===== config.mk =====
export PLATFORM = sky130hd
export DESIGN_NAME = go_back_n_sender
export DESIGN_NICKNAME = d
export VERILOG_FILES = /design/src/rtl/gbn_pkg.sv /design/src/rtl/gbn_front.sv /design/src/rtl/gbn_back.sv /design/src/rtl/go_back_n_sender.sv
export VERILOG_INCLUDE_DIRS = /design/src /design/src/rtl
export SDC_FILE = /design/constraint.sdc
export NUM_CORES = 1
export LEC_CHECK = 0
export ABC_AREA = 1
export BUFFER_PORTS_ARGS = -buffer_cell sky130_fd_sc_hd__buf_2
export CORE_ASPECT_RATIO = 1.5
export CORE_UTILIZATION = 65
export DETAILED_ROUTE_END_ITERATION = 10
export PLACE_DENSITY = 0.91
export SLEW_MARGIN = 0
export SYNTH_ARGS = -nofsm -noshare
export SYNTH_HDL_FRONTEND = slang
export SYNTH_SLANG_ARGS = --single-unit

===== constraint.sdc =====
create_clock -name clk_i -period 6.8 [get_ports clk_i]
set_clock_uncertainty 0.05 [all_clocks]
set_input_delay 1.36 -clock clk_i [delete_from_list [all_inputs] [get_ports clk_i]]
set_output_delay 1.36 -clock clk_i [all_outputs]
set_load 0.02 [all_outputs]

===== src/rtl/go_back_n_sender_defines.svh =====
// Assertion macros shared by the go-back-N sender modules.
// Each macro expects clk_i and rst_ni to be visible in the module that uses it.
`ifndef GO_BACK_N_SENDER_DEFINES_SVH
`define GO_BACK_N_SENDER_DEFINES_SVH

// Same-cycle implication, checked on every rising edge outside reset.
`define GBN_ASSERT_IMP(lbl, ante, cons, msg) \
  lbl: assert property (@(posedge clk_i) disable iff (!rst_ni) (ante) |-> (cons)) \
    else $error(msg);

// Next-cycle implication, checked on every rising edge outside reset.
`define GBN_ASSERT_NXT(lbl, ante, cons, msg) \
  lbl: assert property (@(posedge clk_i) disable iff (!rst_ni) (ante) |=> (cons)) \
    else $error(msg);

`endif


===== src/rtl/gbn_pkg.sv =====
// Types, codes and constants of the go-back-N sender.
// No dependencies; used by every module of the block.
`default_nettype none

package gbn_pkg;

  // Field widths.
  localparam int unsigned FRAME_W    = 16;
  localparam int unsigned WSIZE_W    = 5;
  localparam int unsigned TIMER_W    = 16;
  localparam int unsigned OP_W       = 2;
  localparam int unsigned CFG_IDX_W  = 2;
  localparam int unsigned CFG_DATA_W = 16;

  // Event codes on the op field.
  localparam logic [OP_W-1:0] OP_START = 2'd0;
  localparam logic [OP_W-1:0] OP_ACK   = 2'd1;
  localparam logic [OP_W-1:0] OP_TICK  = 2'd2;

  // Configuration register indexes.
  localparam logic [CFG_IDX_W-1:0] CFG_TOTAL   = 2'd0;
  localparam logic [CFG_IDX_W-1:0] CFG_WSIZE   = 2'd1;
  localparam logic [CFG_IDX_W-1:0] CFG_TIMEOUT = 2'd2;

  // Configuration reset values.
  localparam logic [FRAME_W-1:0] TOTAL_RST   = 16'd0;
  localparam logic [WSIZE_W-1:0] WSIZE_RST   = 5'd5;
  localparam logic [TIMER_W-1:0] TIMEOUT_RST = 16'd2000;

  // Default for the largest window the sequencer will honour.
  localparam int unsigned MAX_WINDOW_DEF = 16;

  // Command queue between front and back.
  localparam int unsigned QDEPTH = 2;
  localparam int unsigned QPTR_W = (QDEPTH > 1) ? $clog2(QDEPTH) : 1;
  localparam int unsigned QCNT_W = $clog2(QDEPTH + 1);

  typedef struct packed {
    logic [OP_W-1:0]    op;
    logic [FRAME_W-1:0] ack_number;
    logic               ack_corrupt;
  } in_item_t;

  typedef struct packed {
    logic               frame_valid;
    logic [FRAME_W-1:0] frame_number;
    logic               resend;
    logic               all_done;
    logic               last;
  } out_item_t;

  typedef struct packed {
    logic [FRAME_W-1:0] total_packets;
    logic [WSIZE_W-1:0] win_len;
    logic [TIMER_W-1:0] timeout_ticks;
  } cfg_t;

  typedef enum logic [1:0] {
    CMD_START,
    CMD_ACK,
    CMD_TICK,
    CMD_NOP
  } cmd_kind_e;

  typedef struct packed {
    cmd_kind_e          kind;
    logic [FRAME_W-1:0] ack_number;
  } cmd_t;

  typedef enum logic [1:0] {
    S_IDLE,
    S_PLAN,
    S_SEND
  } back_state_e;

endpackage

`default_nettype wire


===== src/rtl/gbn_front.sv =====
// Front end of the go-back-N sender: accepts events, classifies them and
// queues the resulting commands. Depends on gbn_pkg and the defines header.
`default_nettype none
`include "go_back_n_sender_defines.svh"

module gbn_front (
  input  logic            clk_i,
  input  logic            rst_ni,
  input  logic            in_valid_i,
  output logic            in_stall_o,
  input  gbn_pkg::in_item_t in_item_i,
  output logic            cmd_valid_o,
  input  logic            cmd_pop_i,
  output gbn_pkg::cmd_t   cmd_o
);
  import gbn_pkg::*;

  cmd_t              cmd_in;
  cmd_t              mem_q [QDEPTH];
  logic [QPTR_W-1:0] wr_ptr_q, wr_ptr_d;
  logic [QPTR_W-1:0] rd_ptr_q, rd_ptr_d;
  logic [QCNT_W-1:0] count_q, count_d;
  logic              push;

  // A corrupt acknowledgement becomes a no-op; it still yields at least one result beat.
  always_comb begin
    cmd_in.ack_number = in_item_i.ack_number;
    unique case (in_item_i.op)
      OP_START: cmd_in.kind = CMD_START;
      OP_ACK:   cmd_in.kind = in_item_i.ack_corrupt ? CMD_NOP : CMD_ACK;
      OP_TICK:  cmd_in.kind = CMD_TICK;
      default:  cmd_in.kind = CMD_NOP;
    endcase
  end

  assign in_stall_o  = (count_q == QCNT_W'(QDEPTH));
  assign push        = in_valid_i && !in_stall_o;
  assign cmd_valid_o = (count_q != '0);
  assign cmd_o       = mem_q[rd_ptr_q];

  always_comb begin
    wr_ptr_d = wr_ptr_q;
    rd_ptr_d = rd_ptr_q;
    count_d  = count_q;
    if (push) begin
      wr_ptr_d = (wr_ptr_q == QPTR_W'(QDEPTH - 1)) ? '0 : wr_ptr_q + 1'b1;
    end
    if (cmd_pop_i) begin
      rd_ptr_d = (rd_ptr_q == QPTR_W'(QDEPTH - 1)) ? '0 : rd_ptr_q + 1'b1;
    end
    if (push && !cmd_pop_i) begin
      count_d = count_q + 1'b1;
    end else if (!push && cmd_pop_i) begin
      count_d = count_q - 1'b1;
    end
  end

  always_ff @(posedge clk_i or negedge rst_ni) begin
    if (!rst_ni) begin
      wr_ptr_q <= '0;
      rd_ptr_q <= '0;
      count_q  <= '0;
    end else begin
      wr_ptr_q <= wr_ptr_d;
      rd_ptr_q <= rd_ptr_d;
      count_q  <= count_d;
    end
  end

  always_ff @(posedge clk_i) begin
    if (push) begin
      mem_q[wr_ptr_q] <= cmd_in;
    end
  end

  `GBN_ASSERT_IMP(a_count_bound, 1'b1, count_q <= QCNT_W'(QDEPTH), "queue overfilled")
  `GBN_ASSERT_IMP(a_pop_nonempty, cmd_pop_i, count_q != '0, "pop from empty queue")
  `GBN_ASSERT_NXT(a_pop_drains, cmd_pop_i && !push, count_q == $past(count_q) - 1'b1, "pop lost")

endmodule

`default_nettype wire


===== src/rtl/gbn_back.sv =====
// Back end of the go-back-N sender: applies queued commands to the window state and
// emits one result beat per cycle in S_SEND unless stalled. Uses gbn_pkg and the defines header.
`default_nettype none
`include "go_back_n_sender_defines.svh"

module gbn_back #(
  parameter int unsigned MAX_WINDOW = gbn_pkg::MAX_WINDOW_DEF
) (
  input  logic              clk_i,
  input  logic              rst_ni,
  input  gbn_pkg::cfg_t     cfg_i,
  input  logic              cmd_valid_i,
  output logic              cmd_pop_o,
  input  gbn_pkg::cmd_t     cmd_i,
  output logic              out_valid_o,
  input  logic              out_stall_i,
  output gbn_pkg::out_item_t out_item_o
);
  import gbn_pkg::*;

  localparam int unsigned WIN_W = $clog2(MAX_WINDOW + 1);
  localparam int unsigned CMP_W = (WIN_W > WSIZE_W) ? WIN_W : WSIZE_W;

  back_state_e        state_q, state_d;
  logic [FRAME_W-1:0] base_q, base_d;
  logic [FRAME_W-1:0] next_q, next_d;
  logic [TIMER_W-1:0] wait_q, wait_d;
  logic               active_q, active_d;
  logic               rs_q, rs_d;
  logic               done_q, done_d;
  logic [FRAME_W-1:0] limit_q, limit_d;
  logic               out_valid_q, out_valid_d;
  out_item_t          out_q, out_d;

  logic               can_load;
  logic [TIMER_W-1:0] wait_inc;
  logic [TIMER_W-1:0] timeout_eff;
  logic [CMP_W-1:0]   ws_ext;
  logic [CMP_W-1:0]   win_cmp;
  logic [FRAME_W:0]   base_plus_win;
  logic               plan_done;

  assign can_load    = !out_valid_q || !out_stall_i;
  assign wait_inc    = (wait_q == '1) ? wait_q : wait_q + 1'b1;
  assign timeout_eff = (cfg_i.timeout_ticks == '0) ? TIMER_W'(1) : cfg_i.timeout_ticks;

  // Window clamped to one at the bottom and to MAX_WINDOW at the top.
  assign ws_ext  = CMP_W'(cfg_i.win_len);
  assign win_cmp = (ws_ext == '0) ? CMP_W'(1) :
                   (ws_ext > CMP_W'(MAX_WINDOW)) ? CMP_W'(MAX_WINDOW) : ws_ext;
  assign base_plus_win = {1'b0, base_q} + (FRAME_W + 1)'(win_cmp);
  assign plan_done     = (base_q >= cfg_i.total_packets);

  always_comb begin
    state_d     = state_q;
    base_d      = base_q;
    next_d      = next_q;
    wait_d      = wait_q;
    active_d    = active_q;
    rs_d        = rs_q;
    done_d      = done_q;
    limit_d     = limit_q;
    out_valid_d = out_valid_q && out_stall_i;
    out_d       = out_q;
    cmd_pop_o   = 1'b0;

    unique case (state_q)
      S_IDLE: begin
        if (cmd_valid_i) begin
          cmd_pop_o = 1'b1;
          rs_d      = 1'b0;
          state_d   = S_PLAN;
          unique case (cmd_i.kind)
            CMD_START: begin
              base_d   = '0;
              next_d   = '0;
              wait_d   = '0;
              active_d = 1'b1;
            end
            CMD_ACK: begin
              if (active_q && cmd_i.ack_number >= base_q && cmd_i.ack_number < next_q) begin
                base_d = cmd_i.ack_number + 1'b1;
                wait_d = '0;
              end
            end
            CMD_TICK: begin
              if (active_q) begin
                wait_d = wait_inc;
                if (wait_inc >= timeout_eff) begin
                  wait_d = '0;
                  next_d = base_q;
                  rs_d   = 1'b1;
                end
              end
            end
            default: begin
            end
          endcase
        end
      end

      // Close the session once the base reaches the total, then fix the
      // upper bound of this event's frames.
      S_PLAN: begin
        done_d  = plan_done;
        state_d = S_SEND;
        if (plan_done) begin
          active_d = 1'b0;
        end
        if (active_q && !plan_done) begin
          limit_d = (base_plus_win > {1'b0, cfg_i.total_packets}) ?
                    cfg_i.total_packets : base_plus_win[FRAME_W-1:0];
        end else begin
          limit_d = '0;
        end
      end

      S_SEND: begin
        if (can_load) begin
          out_valid_d = 1'b1;
          if (next_q < limit_q) begin
            out_d.frame_valid  = 1'b1;
            out_d.frame_number = next_q;
            out_d.resend       = rs_q;
            out_d.all_done     = done_q;
            out_d.last         = (next_q + 1'b1 == limit_q);
            next_d             = next_q + 1'b1;
            if (next_q + 1'b1 == limit_q) begin
              state_d = S_IDLE;
            end
          end else begin
            out_d.frame_valid  = 1'b0;
            out_d.frame_number = '0;
            out_d.resend       = 1'b0;
            out_d.all_done     = done_q;
            out_d.last         = 1'b1;
            state_d            = S_IDLE;
          end
        end
      end

      default: state_d = S_IDLE;
    endcase
  end

  always_ff @(posedge clk_i or negedge rst_ni) begin
    if (!rst_ni) begin
      state_q     <= S_IDLE;
      base_q      <= '0;
      next_q      <= '0;
      wait_q      <= '0;
      active_q    <= 1'b0;
      out_valid_q <= 1'b0;
    end else begin
      state_q     <= state_d;
      base_q      <= base_d;
      next_q      <= next_d;
      wait_q      <= wait_d;
      active_q    <= active_d;
      out_valid_q <= out_valid_d;
    end
  end

  always_ff @(posedge clk_i) begin
    rs_q    <= rs_d;
    done_q  <= done_d;
    limit_q <= limit_d;
    out_q   <= out_d;
  end

  assign out_valid_o = out_valid_q;
  assign out_item_o  = out_q;

  `GBN_ASSERT_IMP(a_base_le_next, 1'b1, base_q <= next_q, "base passed next frame")
  `GBN_ASSERT_IMP(a_span, 1'b1, (next_q - base_q) <= FRAME_W'(MAX_WINDOW), "window overrun")
  `GBN_ASSERT_IMP(a_status_last, out_valid_q && !out_q.frame_valid, out_q.last, "status not last")

endmodule

`default_nettype wire


===== src/rtl/go_back_n_sender.sv =====
// Go-back-N sender window control. Each event (start, acknowledgement or
// timer tick) passes through the back end's bookkeeping states, S_IDLE and
// S_PLAN, and then yields 1 to MAX_WINDOW result beats in S_SEND. The
// back-end sequencer drives one beat per cycle through its output register
// while the output is not stalled. A two-entry command queue in front lets
// events be taken while the back end is still busy with an earlier one.
// Depends on gbn_pkg, gbn_front and gbn_back.
`default_nettype none

module go_back_n_sender #(
  parameter int unsigned MAX_WINDOW = gbn_pkg::MAX_WINDOW_DEF
) (
  input  logic                           clk_i,
  input  logic                           rst_ni,
  input  logic                           in_valid_i,
  output logic                           in_stall_o,
  input  gbn_pkg::in_item_t              in_item_i,
  output logic                           out_valid_o,
  input  logic                           out_stall_i,
  output gbn_pkg::out_item_t             out_item_o,
  input  logic                           cfg_valid_i,
  output logic                           cfg_ready_o,
  input  logic [gbn_pkg::CFG_IDX_W-1:0]  cfg_index_i,
  input  logic [gbn_pkg::CFG_DATA_W-1:0] cfg_data_i
);
  import gbn_pkg::*;

  cfg_t cfg_q;
  logic cmd_valid;
  logic cmd_pop;
  cmd_t cmd;

  // Configuration registers. Writes are expected only while the block is
  // idle, so the back end reads them directly. An unknown index is dropped.
  assign cfg_ready_o = 1'b1;

  always_ff @(posedge clk_i or negedge rst_ni) begin
    if (!rst_ni) begin
      cfg_q.total_packets <= TOTAL_RST;
      cfg_q.win_len       <= WSIZE_RST;
      cfg_q.timeout_ticks <= TIMEOUT_RST;
    end else if (cfg_valid_i && cfg_ready_o) begin
      unique case (cfg_index_i)
        CFG_TOTAL:   cfg_q.total_packets <= cfg_data_i[FRAME_W-1:0];
        CFG_WSIZE:   cfg_q.win_len       <= cfg_data_i[WSIZE_W-1:0];
        CFG_TIMEOUT: cfg_q.timeout_ticks <= cfg_data_i[TIMER_W-1:0];
        default: begin
        end
      endcase
    end
  end

  // The front end classifies each event and queues it; a corrupt
  // acknowledgement is turned into a no-op there.
  gbn_front u_front (
    .clk_i       (clk_i),
    .rst_ni      (rst_ni),
    .in_valid_i  (in_valid_i),
    .in_stall_o  (in_stall_o),
    .in_item_i   (in_item_i),
    .cmd_valid_o (cmd_valid),
    .cmd_pop_i   (cmd_pop),
    .cmd_o       (cmd)
  );

  // The back end owns the window state and the output register.
  gbn_back #(
    .MAX_WINDOW (MAX_WINDOW)
  ) u_back (
    .clk_i       (clk_i),
    .rst_ni      (rst_ni),
    .cfg_i       (cfg_q),
    .cmd_valid_i (cmd_valid),
    .cmd_pop_o   (cmd_pop),
    .cmd_i       (cmd),
    .out_valid_o (out_valid_o),
    .out_stall_i (out_stall_i),
    .out_item_o  (out_item_o)
  );

endmodule

`default_nettype wire


==> impl_metrics.sql, run 1 <==
INSERT INTO impl_metrics (metric_group, metric, value, unit) VALUES
('placed_design', 'hpwl', '23240', 'µm'),
('logic_synthesis', 'synth_async_sr_flop_share', '55.69', '%'),
('routing', 'highest_layer', 'met4', ''),
('power', 'p_per_area', '239.6', 'nW/µm²'),
('die', 'core.rowCount', '58', ''),
('setup_path', 'critical_path.slowest_cell', 'nand3_1', ''),
('logic_synthesis', 'syn-num-nets', '1601', ''),
('logic_synthesis', 'number_of_enable_type_register_cells_in_the_synthesized_netlist', '74', ''),
('routing', 'wl_met2', '15540', 'µm'),
('logic_synthesis', 'ys.flop_type', 'dfrtp_1', ''),
('power', 'clockPowerShare', '34.3', '%'),
('setup_path', 'worst-path-max-fanout', '32', ''),
('routing', 'route.layer.met1.wl', '10850', 'µm'),
('placed_design', 'dpl_cell_area', '11640', 'µm²'),
('timing', 'rsz0062_at_grt', 'no', ''),
('placed_design', 'port-buffer-count', '63', ''),
('logic_synthesis', 'synth_area', '11200', 'µm²'),
('clocking', 'cts.htree.levels', '4', ''),
('setup_path', 'critical-path-max-stage-delay', '790', 'ps'),
('timing', 'number_of_pins_exceeding_their_max_slew_limit_in_the_final_report', '0', ''),
('clocking', 'cts_max_path_buffers', '2', ''),
('status', 'outcome', 'finished clean', ''),
('min_path', 'min_path_cells', '0', ''),
('routing', 'drt_pass1_iterations', '8', ''),
('global_route', 'global_route.usage.total', '37.89', '%'),
('timing', 'setup_violations', '0', ''),
('clocking', 'clk_latency', '450', 'ps'),
('timing', 'finalCritPeriodShare', '71.41', '%'),
('die', 'die_width', '109.2', 'µm'),
('power', 'power.net_switching', '1031', 'µW'),
('logic_synthesis', 'post_synth.cell_area_avg', '7.703', 'µm²'),
('clocking', 'clock_pin_transition_on_the_worst_setup_and_hold_timing_paths', '80', 'ps'),
('clocking', 'cts_resized', '0', ''),
('logic_synthesis', 'synth_cell_type_count', '47', ''),
('routing', 'post_drt_via_cell_ratio', '6.028', ''),
('setup_path', 'worstSetupStartpointType', 'flip-flop', ''),
('setup_path', 'rr_worst_depth', '23', ''),
('clocking', 'clock_tree_from_tritoncts', 'yes', ''),
('power', 'share_comb_of_total_power', '22.7', '%'),
('routing', 'detailedRoute.firstIterationViolations', '980', ''),
('global_route', 'grt_ovf', '0', ''),
('clocking', 'cts.repair_timing.setup_buffer_count', '0', ''),
('routing', 'num_vias', '10430', ''),
('final_layout', 'antenna-diode-count', '0', ''),
('logic_synthesis', 'yosys_warnings', '0', ''),
('min_path', 'worst_hold_path_type', 'flip-flop to flip-flop', ''),
('placed_design', 'numPlacedInstances', '1698', ''),
('global_route', 'grt_first_pass_wirelength', '50510', 'µm'),
('timing', 'timing.final.hold_violations', '0', ''),
('die', 'core_area', '16840', 'µm²'),
('die', 'top_level_port_count', '65', ''),
('final_layout', 'finalNonFillerCells', '1730', ''),
('power', 'cell_internal_pwr', '1907', 'µW'),
('timing', 'timing.final.crit_period', '4856', 'ps'),
('logic_synthesis', 'syn_inst', '1454', ''),
('setup_path', 'critical_path_required', '6940', 'ps'),
('placed_design', 'dp_worst_setup_slack', '2203', 'ps'),
('setup_path', 'setup.worst_path.end_class', 'flip-flop', ''),
('die', 'die_h', '162.8', 'µm'),
('placed_design', 'routabilityCongestion', '1.020', ''),
('timing', 'worst-slew-pin-transition', '1123', 'ps'),
('routing', 'avgRoutedWirePerCell', '18.34', 'µm'),
('routing', 'met3_length', '2545', 'µm'),
('global_route', 'first_global_vias', '10220', ''),
('setup_path', 'timing.critical_path.cells', 'inv_1, nand4_1, a21oi_1, ha_1, inv_1, fa_1, o21ai_1, nand2_1, nand2_1, nand2_1, nor2_1, xor2_1, inv_1, ha_1, nand2_1, inv_1, nand3_1, nor3_1, nand3_1, nor2_1, nand3_1, a21oi_1, nor2_1', ''),
('die', 'floorplan.initialDensity', '66.52', '%'),
('global_route', 'grt_antenna_before_repair', '0', ''),
('logic_synthesis', 'yosysSeqAreaShare', '40.71', '%'),
('timing', 'fin_ws', '1944', 'ps'),
('clocking', 'clock_tree.root_cell', 'clkbuf_16', ''),
('setup_path', 'timing.critical_path.arrival', '4990', 'ps');
## layout by cell type, fill, tap and decap left out, types with 22 or more instances in the layout
cell type  Yosys  final
a21oi_1       82     82
nor3_1        22     22
nand2_1      359    359
ha_1         104    104
o21ai_0       78     78
dfrtp_1       85     85
inv_1        218    218
nor2_1       131    130
nand3_1      113    113
o21ai_1       23     23
edfxtp_1      74     74
buf_2         15     62
nand4_1       28     28
## power groups by stage
stage               clock [µW]  sequential [µW]  combinational, µW
floorplan                    0             1280                438
global placement             0             1270                605
detailed placement           0             1280                639
CTS                       1010             1260                650
global route              1050             1280                746
finish                    1010             1260                666
## per-stage QoR
stage	utilization, %	power (µW)	hold WS [ps]
5_1_grt	72.82	3070	409.0
4_1_cts	72.82	2921	396.6
2_1_floorplan	-	1716	350.3
3_3_place_gp	69.11	1879	387.7
6_report	72.82	2938	411.0
3_5_place_dp	69.11	1921	382.7
## metal layers
| layer | global-route usage (%) | vias up |
|---|---|---|
| li1 | - | 4917 |
| met1 | 40.44 | 4739 |
| met2 | 62.84 | 561 |
| met3 | 9.164 | 211 |
| met4 | 30.36 | 0 |
| met5 | 0 | - |
## critical path: cells and delay by family (launching register included)
family / cells / cell delay, ps
buf+inv: 4 / 290
xor+xnor: 1 / 170
compound gates: 3 / 830
flops: 1 / 420
simple gates: 12 / 1940
fa+ha+maj: 3 / 890
## synth_stat cells (4+ instances only)
| cell type | n | area [µm²] |
|---|---|---|
| a21oi_1 | 82 | 410.4 |
| a22oi_1 | 5 | 37.54 |
| buf_2 | 15 | 75.07 |
| clkbuf_1 | 10 | 37.54 |
| dfrtp_1 | 85 | 2127 |
| dfstp_2 | 8 | 210.2 |
| edfxtp_1 | 74 | 2222 |
| ha_1 | 104 | 1301 |
| inv_1 | 218 | 818.3 |
| inv_2 | 6 | 22.52 |
| nand2_1 | 359 | 1348 |
| nand3_1 | 113 | 565.5 |
| nand4_1 | 28 | 175.2 |
| nor2_1 | 131 | 491.7 |
| nor2_2 | 4 | 25.02 |
| nor3_1 | 22 | 110.1 |
| nor4_1 | 9 | 56.30 |
| o21ai_0 | 78 | 390.4 |
| o21ai_1 | 23 | 115.1 |
| o21ai_2 | 4 | 35.03 |
| o22ai_1 | 8 | 50.05 |
| or2_2 | 5 | 31.28 |
| xor2_1 | 21 | 183.9 |
## sequential cells by signal, summed over array words and instances, names as in the netlist
signal and flops:
cfg_q 37, u_front.mem_q 36, u_back.out_item_o 20, u_back.base_q 16
u_back.limit_q 16, u_back.next_q 16, u_back.wait_q 16, u_back.state_q 2
u_front.count_q 2, u_back.active_q 1, u_back.done_q 1, u_back.out_valid_o 1
u_back.rs_q 1, u_front.rd_ptr_q 1, u_front.wr_ptr_q 1
## final timing paths
path                                     from                   end  slack, ps
min in group asynchronous              rst_ni              cfg_q[5]        790
worst min register to register  u_back.done_q  u_back.out_item_o[1]        410
worst min-delay path            u_back.done_q  u_back.out_item_o[1]        410
worst max-delay path                cfg_q[17]    u_back.limit_q[10]       1940
worst max register to register      cfg_q[17]    u_back.limit_q[10]       1940
max in group asynchronous              rst_ni      u_back.next_q[1]       4700
## kinds of logic after synthesis
group / synth area share [%]
AOI/OAI and AO/OA: 10.70
xor gates and xnor gates: 1.877
adders and majority gates: 11.80
buffers and inverters: 9.049
DFF: 40.71
other: 0.03348
and+or+nand+nor: 25.83
## final cells by class
class / count / area, µm²
multi-input combinational: 1030 / 5629
tap: 210 / 262.8
fill: 1292 / 4576
clock buffer: 17 / 425.4
inverter: 225 / 844.6
sequential: 167 / 4559
timing repair buffer: 66 / 340.3
clock inverter: 15 / 198.9
(Power assumes the default switching activity.)
==> inputs of run 2 (changes only) <==
- ABC_AREA: 1 -> 0
- CORE_UTILIZATION: 65 -> 62
- PLACE_DENSITY: 0.91 -> 0.88
- clock period: 6.8 -> 4.9 ns (I/O delays scaled with it)
==> run 2 against run 1 <==
Flip-flop and latch count unchanged. Die area is 0.94% lower. Combinational power is 27% higher. Worst hold slack lost 40 ps. Worst setup slack worse by 1500 ps. Core utilization down 2.8 points. Synthesized cell count fell by 29%. Fmax up 8.2%. Highest routed layer unchanged.
==> impl_metrics.sql, run 2 <==
INSERT INTO impl_metrics (metric_group, metric, value, unit) VALUES
('clocking', 'cts_buffers', '17', ''),
('die', 'floorplan.initialDensity', '63.12', '%'),
('timing', 'setup_violations', '0', ''),
('routing', 'drt_pass1_iterations', '5', ''),
('clocking', 'ctsHoldBuffers', '0', ''),
('power', 'share_comb_of_total_power', '21.1', '%'),
('global_route', 'grt_ovf', '0', ''),
('die', 'core.rowCount', '58', ''),
('power', 'clockPowerShare', '33.7', '%'),
('clocking', 'clock_tree_from_tritoncts', 'yes', ''),
('routing', 'post_drt_via_cell_ratio', '6.485', ''),
('logic_synthesis', 'synth_top_family_by_area', 'compound AO/OA/AOI/OAI gates', ''),
('setup_path', 'worst-path-max-fanout', '10', ''),
('final_layout', 'nFillCells', '1203', ''),
('power', 'netSwitchingFraction', '32.73', '%'),
('logic_synthesis', 'synth_cell_type_count', '69', ''),
('logic_synthesis', 'number_of_enable_type_register_cells_in_the_synthesized_netlist', '74', ''),
('clocking', 'clock_tree.root_cell', 'clkbuf_16', ''),
('global_route', 'first_global_vias', '8544', ''),
('routing', 'antenna_left', '0', ''),
('placed_design', 'hpwl', '20290', 'µm'),
('final_layout', 'most_used_cells_in_the_layout_excluding_fill_and_tap_cells', 'ha_1 (104), inv_1 (98), dfrtp_1 (85)', ''),
('clocking', 'cts.htree.levels', '4', ''),
('power', 'p_per_area', '342.5', 'nW/µm²'),
('final_layout', 'area_taken_by_multi_input_logic_gates', '5524', 'µm²'),
('logic_synthesis', 'synth_area', '10580', 'µm²'),
('global_route', 'grt_max_degree', '59', ''),
('routing', 'detail_route.wirelength', '27660', 'µm'),
('timing', 'slew_headroom', '23.76', '%'),
('setup_path', 'timing.setup.critical_path_class', 'flip-flop to flip-flop', ''),
('power', 'vdd.ir_drop.worst', '274.5', 'µV'),
('routing', 'avgRoutedWirePerCell', '20.98', 'µm'),
('final_layout', 'nets', '1242', ''),
('clocking', 'cts_resized', '0', ''),
('setup_path', 'rr_endpoint', 'u_back.limit_q[3]', ''),
('logic_synthesis', 'post_synthesis_cell_type_with_the_largest_combined_area', 'edfxtp_1', ''),
('routing', 'drt_drc_violations_left', '0', ''),
('timing', 'timing.final.hold_violations', '0', ''),
('timing', 'finalCritPeriodShare', '91.57', '%'),
('die', 'die-area', '17600', 'µm²'),
('power', 'power.net_switching', '1315', 'µW'),
('logic_synthesis', 'yosys_register_bits', '167', ''),
('setup_path', 'rr_worst_depth', '20', ''),
('final_layout', 'largest_reg_flops', '37', ''),
('setup_path', 'rrSetupSlack', '410', 'ps'),
('setup_path', 'setup.worst_path.end_class', 'flip-flop', ''),
('run', 'timing.max_cap.violations', '0', ''),
('die', 'die_width', '108.7', 'µm'),
('setup_path', 'critical_path_required', '5030', 'ps'),
('timing', 'rsz0062_at_grt', 'no', ''),
('routing', 'detailedRoute.firstIterationViolations', '559', ''),
('min_path', 'min_path_cells', '0', ''),
('die', 'core_area', '16760', 'µm²'),
('final_layout', 'top_register', 'cfg_q', ''),
('logic_synthesis', 'netlist.area_leader.share', '21.00', '%'),
('setup_path', 'timing.critical_path.max_delay_family', 'compound AO/OA/AOI/OAI gates', ''),
('final_layout', 'drive_above_1_share', '15.52', '%'),
('timing', 'number_of_pins_exceeding_their_max_slew_limit_in_the_final_report', '0', ''),
('timing', 'clock.fmax', '0.2229', 'GHz'),
('setup_path', 'r2r-start', 'cfg_q[19]', ''),
('logic_synthesis', 'syn_inst', '1035', ''),
('routing', 'num_vias', '8547', ''),
('logic_synthesis', 'most_used_standard_cells_in_the_synthesized_netlist', 'ha_1 (104), inv_1 (98), dfrtp_1 (85)', ''),
('clocking', 'cts_max_path_buffers', '2', ''),
('logic_synthesis', 'syn-num-nets', '1182', ''),
('timing', 'timing.final.crit_period', '4487', 'ps'),
('power', 'cell_internal_pwr', '2703', 'µW'),
('logic_synthesis', 'share_of_synthesized_area_spent_on_multiplexers', '5.368', '%'),
('logic_synthesis', 'post_synth.cell_area_avg', '10.22', 'µm²'),
('placed_design', 'port-buffer-count', '63', ''),
('global_route', 'global_route.usage.total', '33.45', '%'),
('logic_synthesis', 'synth.most_common_cell', 'ha_1', ''),
('logic_synthesis', 'synth-compound-area-share', '15.83', '%'),
('status', 'outcome', 'finished clean', ''),
('die', 'die_h', '162', 'µm'),
('timing', 'setup-tns-final', '0', 'ps'),
('min_path', 'timing.hold.worst.start', 'u_back.done_q', ''),
('global_route', 'grt_first_pass_wirelength', '44450', 'µm'),
('placed_design', 'routabilityCongestion', '0.9832', ''),
('global_route', 'grt_antenna_before_repair', '0', ''),
('min_path', 'worst_hold_path.endpoint', 'u_back.out_item_o[1]', ''),
('setup_path', 'critical_path.slowest_cell', 'fa_1', ''),
('power', 'cellLeakagePower', '0.005166', 'µW'),
('die', 'top_level_port_count', '65', ''),
('setup_path', 'worstSetupStartpointType', 'flip-flop', ''),
('logic_synthesis', 'synth-adder-area-share', '12.49', '%'),
('setup_path', 'timing.critical_path.buf_inv', '2', ''),
('logic_synthesis', 'area_share_of_and_or_nand_nor_cells_after_synthesis', '13.54', '%'),
('timing', 'worst-slew-pin-transition', '1144', 'ps'),
('logic_synthesis', 'yosys_warnings', '0', ''),
('setup_path', 'timing.critical_path.arrival', '4620', 'ps'),
('clocking', 'cts.repair_timing.setup_buffer_count', '0', ''),
('setup_path', 'timing.critical_path.cells', 'nor3_1, nor2_1, nor2_1, ha_1, inv_1, fa_1, nor2b_1, o31ai_1, a21oi_1, nand2_1, xnor2_1, ha_1, a21o_1, a211o_1, a21oi_1, o211ai_1, a21oi_1, buf_4, mux2i_1, nor2_1', ''),
('clocking', 'clk_latency', '440', 'ps'),
('min_path', 'worst_hold_path_type', 'flip-flop to flip-flop', ''),
('final_layout', 'layout.cells.most_common', 'ha_1', ''),
('final_layout', 'regArea', '4559', 'µm²'),
('setup_path', 'critical-path-max-stage-delay', '400', 'ps'),
('logic_synthesis', 'ys.flop_type', 'dfrtp_1', ''),
('logic_synthesis', 'yosysSeqAreaShare', '43.09', '%'),
('placed_design', 'numPlacedInstances', '1286', ''),
('logic_synthesis', 'synthXorXnorAreaFrac', '4.801', '%'),
('final_layout', 'antenna-diode-count', '0', ''),
('logic_synthesis', 'synth_async_sr_flop_share', '55.69', '%'),
('final_layout', 'areaGrowthSynthToFinish', '10.87', '%'),
('clocking', 'clock_pin_transition_on_the_worst_setup_and_hold_timing_paths', '80', 'ps'),
('final_layout', 'finalNonFillerCells', '1318', ''),
('clocking', 'cts_sinks', '167', ''),
('logic_synthesis', 'netlist_top_cells_area', 'edfxtp_1 (21%), dfrtp_1 (20%), ha_1 (12%)', ''),
('power', 'seq_power_share', '45.2', '%');
==> run 2: cell count changes in the layout (fill, tap and decap cells not counted), sizes merged, moves of 29 or more <==
| cell | before | now |
|---|---|---|
| nand3 | 113 | 28 |
| nand2 | 362 | 71 |
| mux2 | 0 | 35 |
| xnor2 | 3 | 43 |
| a21oi | 82 | 53 |
| nor2 | 137 | 43 |
| o21ai | 105 | 55 |
| inv | 230 | 105 |
==> run 2: how the worst max path moves through the flow <==
| stage | from | to | slack (ps) | cells past startpoint |
|---|---|---|---|---|
| 6_report | cfg_q[19] | u_back.limit_q[3] | 410 | 20 |
| 3_5_place_dp | cfg_q[19] | u_back.limit_q[3] | 640 | 20 |
| 5_1_grt | cfg_q[19] | u_back.limit_q[15] | 160 | 20 |
| 3_3_place_gp | cfg_q[19] | u_back.limit_q[8] | 820 | 20 |
| 2_1_floorplan | u_front.rd_ptr_q | u_back.base_q[10] | 800 | 13 |
| 4_1_cts | cfg_q[19] | u_back.limit_q[3] | 460 | 20 |
==> run 2: cell type report <==
cell class	count	area share, %
Clock buffer	17	3.626
Clock inverter	15	1.504
Inverter	98	3.136
Multi-Input combinational cell	735	47.09
Sequential cell	167	38.87
Tap cell	210	2.240
Timing Repair Buffer	76	3.541
==> run 2: cells by family (layout without fill, tap and decap cells) <==
kind of cell / count (synthesis) / count (layout)
xor+xnor: 58 / 58
other cells: 1 / 1
simple gates: 277 / 277
flops: 167 / 167
mux: 52 / 52
fa+ha+maj: 105 / 105
buf+inv: 133 / 206
compound gates: 242 / 242
==> run 2: worst reg2reg max path: stages (launching register included) <==
cell      delay, ps
dfrtp_1         390
nor3_1          210
nor2_1           70
nor2_1           90
ha_1            190
inv_1            60
fa_1            400
nor2b_1         170
o31ai_1         110
a21oi_1         300
nand2_1         110
xnor2_1         240
ha_1            290
a21o_1          170
a211o_1         300
a21oi_1         120
o211ai_1        160
a21oi_1         240
buf_4           240
mux2i_1         250
nor2_1           60
==> run 2: layer usage <==
metal  GRT usage, %  vias to the layer above  routed length [µm]
met5              0                        -                   0
met4          21.44                        0                1967
met3          6.059                      128                1673
met2          57.08                      389               14030
met1          37.95                     4115                9989
li1               -                     3915                   -
==> run 2: power groups by stage <==
stage	Clock (µW)	Sequential [µW]	Combinational, µW
5_1_grt	1410	1830	948
3_3_place_gp	0	1830	796
6_report	1360	1820	847
3_5_place_dp	0	1840	824
2_1_floorplan	0	1790	600
4_1_cts	1360	1810	840
==> run 2: metrics by stage <==
stage,hold slack [ps],utilization (%),total power [µW],setup WS (ps),instance area (µm²)
after floorplan,350.3,-,2389,798.7,10580
after global placement,353.6,66.39,2624,816.9,11130
after detailed placement,354.5,66.39,2660,638.0,11130
after CTS,371.7,69.98,4007,456.1,11730
after global routing,410.5,69.98,4189,155.8,11730
final,371.3,69.98,4018,413.1,11730
==> inputs of run 3 (changes only) <==
- CORE_UTILIZATION: 62 -> 65
- PLACE_DENSITY: 0.88 -> 0.91
- clock period: 4.9 -> 5.55 ns (I/O delays scaled with it)
==> run 3 against run 2 <==
Worst hold slack improved by 7.0 ps. Critical endpoint is now u_back.limit_q[4]. Die area is 4.5% lower. Register-to-register slack gained 280 ps. Cell count shrank 0.53%. Highest routed layer unchanged. Via count increased by 1.3%.
==> impl_metrics.sql, run 3 (synthesis gave the netlist of run 2 again) <==
INSERT INTO impl_metrics (metric_group, metric, value, unit) VALUES
('setup_path', 'timing.critical_path.cells', 'nor3_1, nor2_1, nor2_1, ha_1, inv_1, fa_1, nor2b_1, o31ai_1, a21oi_1, nand2_1, xnor2_1, ha_1, a21o_1, a211o_1, a21oi_1, o211ai_1, a21oi_1, buf_4, mux2i_1, nor2_1', ''),
('min_path', 'min_path_cells', '0', ''),
('global_route', 'grt_first_pass_wirelength', '44620', 'µm'),
('clocking', 'cts_resized', '0', ''),
('setup_path', 'critical_path.slowest_cell', 'a21oi_1', ''),
('clocking', 'clock_pin_transition_on_the_worst_setup_and_hold_timing_paths', '80', 'ps'),
('timing', 'fin_ws', '692.6', 'ps'),
('clocking', 'clock_tree_from_tritoncts', 'yes', ''),
('setup_path', 'crit_start', 'cfg_q[19]', ''),
('min_path', 'worst_hold_path_type', 'flip-flop to flip-flop', ''),
('placed_design', 'numPlacedInstances', '1279', ''),
('final_layout', 'antenna-diode-count', '0', ''),
('global_route', 'global_route.usage.total', '35.01', '%'),
('timing', 'timing.final.crit_period', '4857', 'ps'),
('placed_design', 'routabilityCongestion', '0.9820', ''),
('setup_path', 'worst-path-max-fanout', '6', ''),
('timing', 'rsz0062_at_grt', 'no', ''),
('die', 'core_area', '15770', 'µm²'),
('final_layout', 'areaGrowthSynthToFinish', '11.25', '%'),
('final_layout', 'finalNonFillerCells', '1311', ''),
('timing', 'timing.final.hold_violations', '0', ''),
('min_path', 'worst_hold_path.endpoint', 'u_back.out_item_o[1]', ''),
('die', 'core.rowCount', '56', ''),
('final_layout', 'nets', '1242', ''),
('run', 'timing.max_cap.violations', '0', ''),
('setup_path', 'rrSetupSlack', '690', 'ps'),
('min_path', 'timing.hold.worst.start', 'u_back.done_q', ''),
('routing', 'post_drt_via_cell_ratio', '6.603', ''),
('final_layout', 'top_register', 'cfg_q', ''),
('clocking', 'clock_tree.root_cell', 'clkbuf_16', ''),
('placed_design', 'port-buffer-count', '63', ''),
('setup_path', 'timing.setup.critical_path_class', 'flip-flop to flip-flop', ''),
('power', 'vdd.ir_drop.worst', '244.3', 'µV'),
('global_route', 'grt_max_degree', '53', ''),
('timing', 'number_of_pins_exceeding_their_max_slew_limit_in_the_final_report', '0', ''),
('placed_design', 'hpwl', '19820', 'µm'),
('timing', 'setup-tns-final', '0', 'ps'),
('routing', 'num_vias', '8656', ''),
('timing', 'slew_headroom', '36.94', '%'),
('setup_path', 'r2r-start', 'cfg_q[19]', ''),
('routing', 'drt_pass1_iterations', '5', ''),
('final_layout', 'most_used_cells_in_the_layout_excluding_fill_and_tap_cells', 'ha_1 (104), inv_1 (98), dfrtp_1 (85)', ''),
('clocking', 'cts_buffers', '17', ''),
('final_layout', 'drive_above_1_share', '15.52', '%'),
('final_layout', 'area_taken_by_multi_input_logic_gates', '5524', 'µm²'),
('timing', 'hold-worst-slack', '378.3', 'ps'),
('routing', 'antenna_left', '0', ''),
('setup_path', 'setup.worst_path.end_class', 'flip-flop', ''),
('timing', 'finalCritPeriodShare', '87.52', '%'),
('timing', 'setup_violations', '0', ''),
('clocking', 'clk_latency', '430', 'ps'),
('timing', 'clock.fmax', '0.2059', 'GHz'),
('power', 'cellLeakagePower', '0.005200', 'µW'),
('final_layout', 'regArea', '4559', 'µm²'),
('setup_path', 'rr_endpoint', 'u_back.limit_q[4]', ''),
('setup_path', 'worstSetupStartpointType', 'flip-flop', ''),
('clocking', 'ctsHoldBuffers', '0', ''),
('clocking', 'cts.htree.levels', '4', ''),
('power', 'p_per_area', '313.8', 'nW/µm²'),
('die', 'top_level_port_count', '65', ''),
('status', 'outcome', 'finished clean', ''),
('routing', 'detailedRoute.firstIterationViolations', '742', ''),
('clocking', 'cts_sinks', '167', ''),
('clocking', 'cts_max_path_buffers', '2', ''),
('routing', 'avgRoutedWirePerCell', '21.19', 'µm'),
('timing', 'worst-slew-pin-transition', '945.9', 'ps'),
('final_layout', 'finish.instance_area', '11770', 'µm²'),
('setup_path', 'timing.critical_path.arrival', '4970', 'ps'),
('placed_design', 'dp_worst_setup_slack', '859.9', 'ps'),
('final_layout', 'largest_reg_flops', '37', ''),
('global_route', 'first_global_vias', '8728', ''),
('final_layout', 'nFillCells', '1058', ''),
('setup_path', 'rr_worst_depth', '20', ''),
('die', 'die-area', '16800', 'µm²'),
('placed_design', 'dpl_cell_area', '11120', 'µm²'),
('global_route', 'grt_antenna_before_repair', '0', ''),
('setup_path', 'critical_path_required', '5660', 'ps'),
('routing', 'drt_drc_violations_left', '0', ''),
('clocking', 'cts.repair_timing.setup_buffer_count', '0', ''),
('die', 'die_h', '158.3', 'µm'),
('final_layout', 'layout.cells.most_common', 'ha_1', ''),
('die', 'floorplan.initialDensity', '67.12', '%'),
('setup_path', 'critical-path-max-stage-delay', '560', 'ps'),
('die', 'die_width', '106.2', 'µm'),
('global_route', 'grt_ovf', '0', ''),
('routing', 'detail_route.wirelength', '27790', 'µm');
[run 3: power breakdown]
group          internal (µW)  switching (µW)  total, µW
Clock                    777             558       1330
Combinational            310             451        761
Sequential              1470             128       1600
Total                   2560            1140       3690
[run 3: layout make-up]
type / count / area share, %
Clock inverter: 15 / 1.913
Timing Repair Buffer: 76 / 3.529
Sequential cell: 167 / 38.73
Clock buffer: 17 / 3.614
Multi-Input combinational cell: 735 / 46.93
Tap cell: 203 / 2.158
Inverter: 98 / 3.125
[run 3: per-layer routing]
metal | vias up | routed length (µm) | track usage, %
met5 | - | 0 | 0
met4 | 0 | 1840 | 24.07
met3 | 120 | 1974 | 6.672
met2 | 449 | 13870 | 60.05
met1 | 4176 | 10100 | 39.38
li1 | 3911 | - | -
[run 3: critical path: cells and delay by family, from the launching register on]
kind	cells	cell delay, ps
fa+ha+maj	3	910
flops	1	400
mux	1	200
compound gates	7	1760
buf+inv	2	350
xor+xnor	1	220
simple gates	6	700
[run 3: how the worst max path moves through the flow]
stage	endpoint
finish	u_back.limit_q[4]
global route	u_back.limit_q[5]
CTS	u_back.limit_q[4]
detailed placement	u_back.limit_q[4]
global placement	u_back.limit_q[2]
floorplan	u_back.base_q[10]
[run 3: metrics by stage]
stage | power (µW) | util [%]
after floorplan | 2109 | -
after global placement | 2297 | 70.54
after detailed placement | 2342 | 70.54
after CTS | 3673 | 74.67
after global routing | 3840 | 74.67
final | 3694 | 74.67
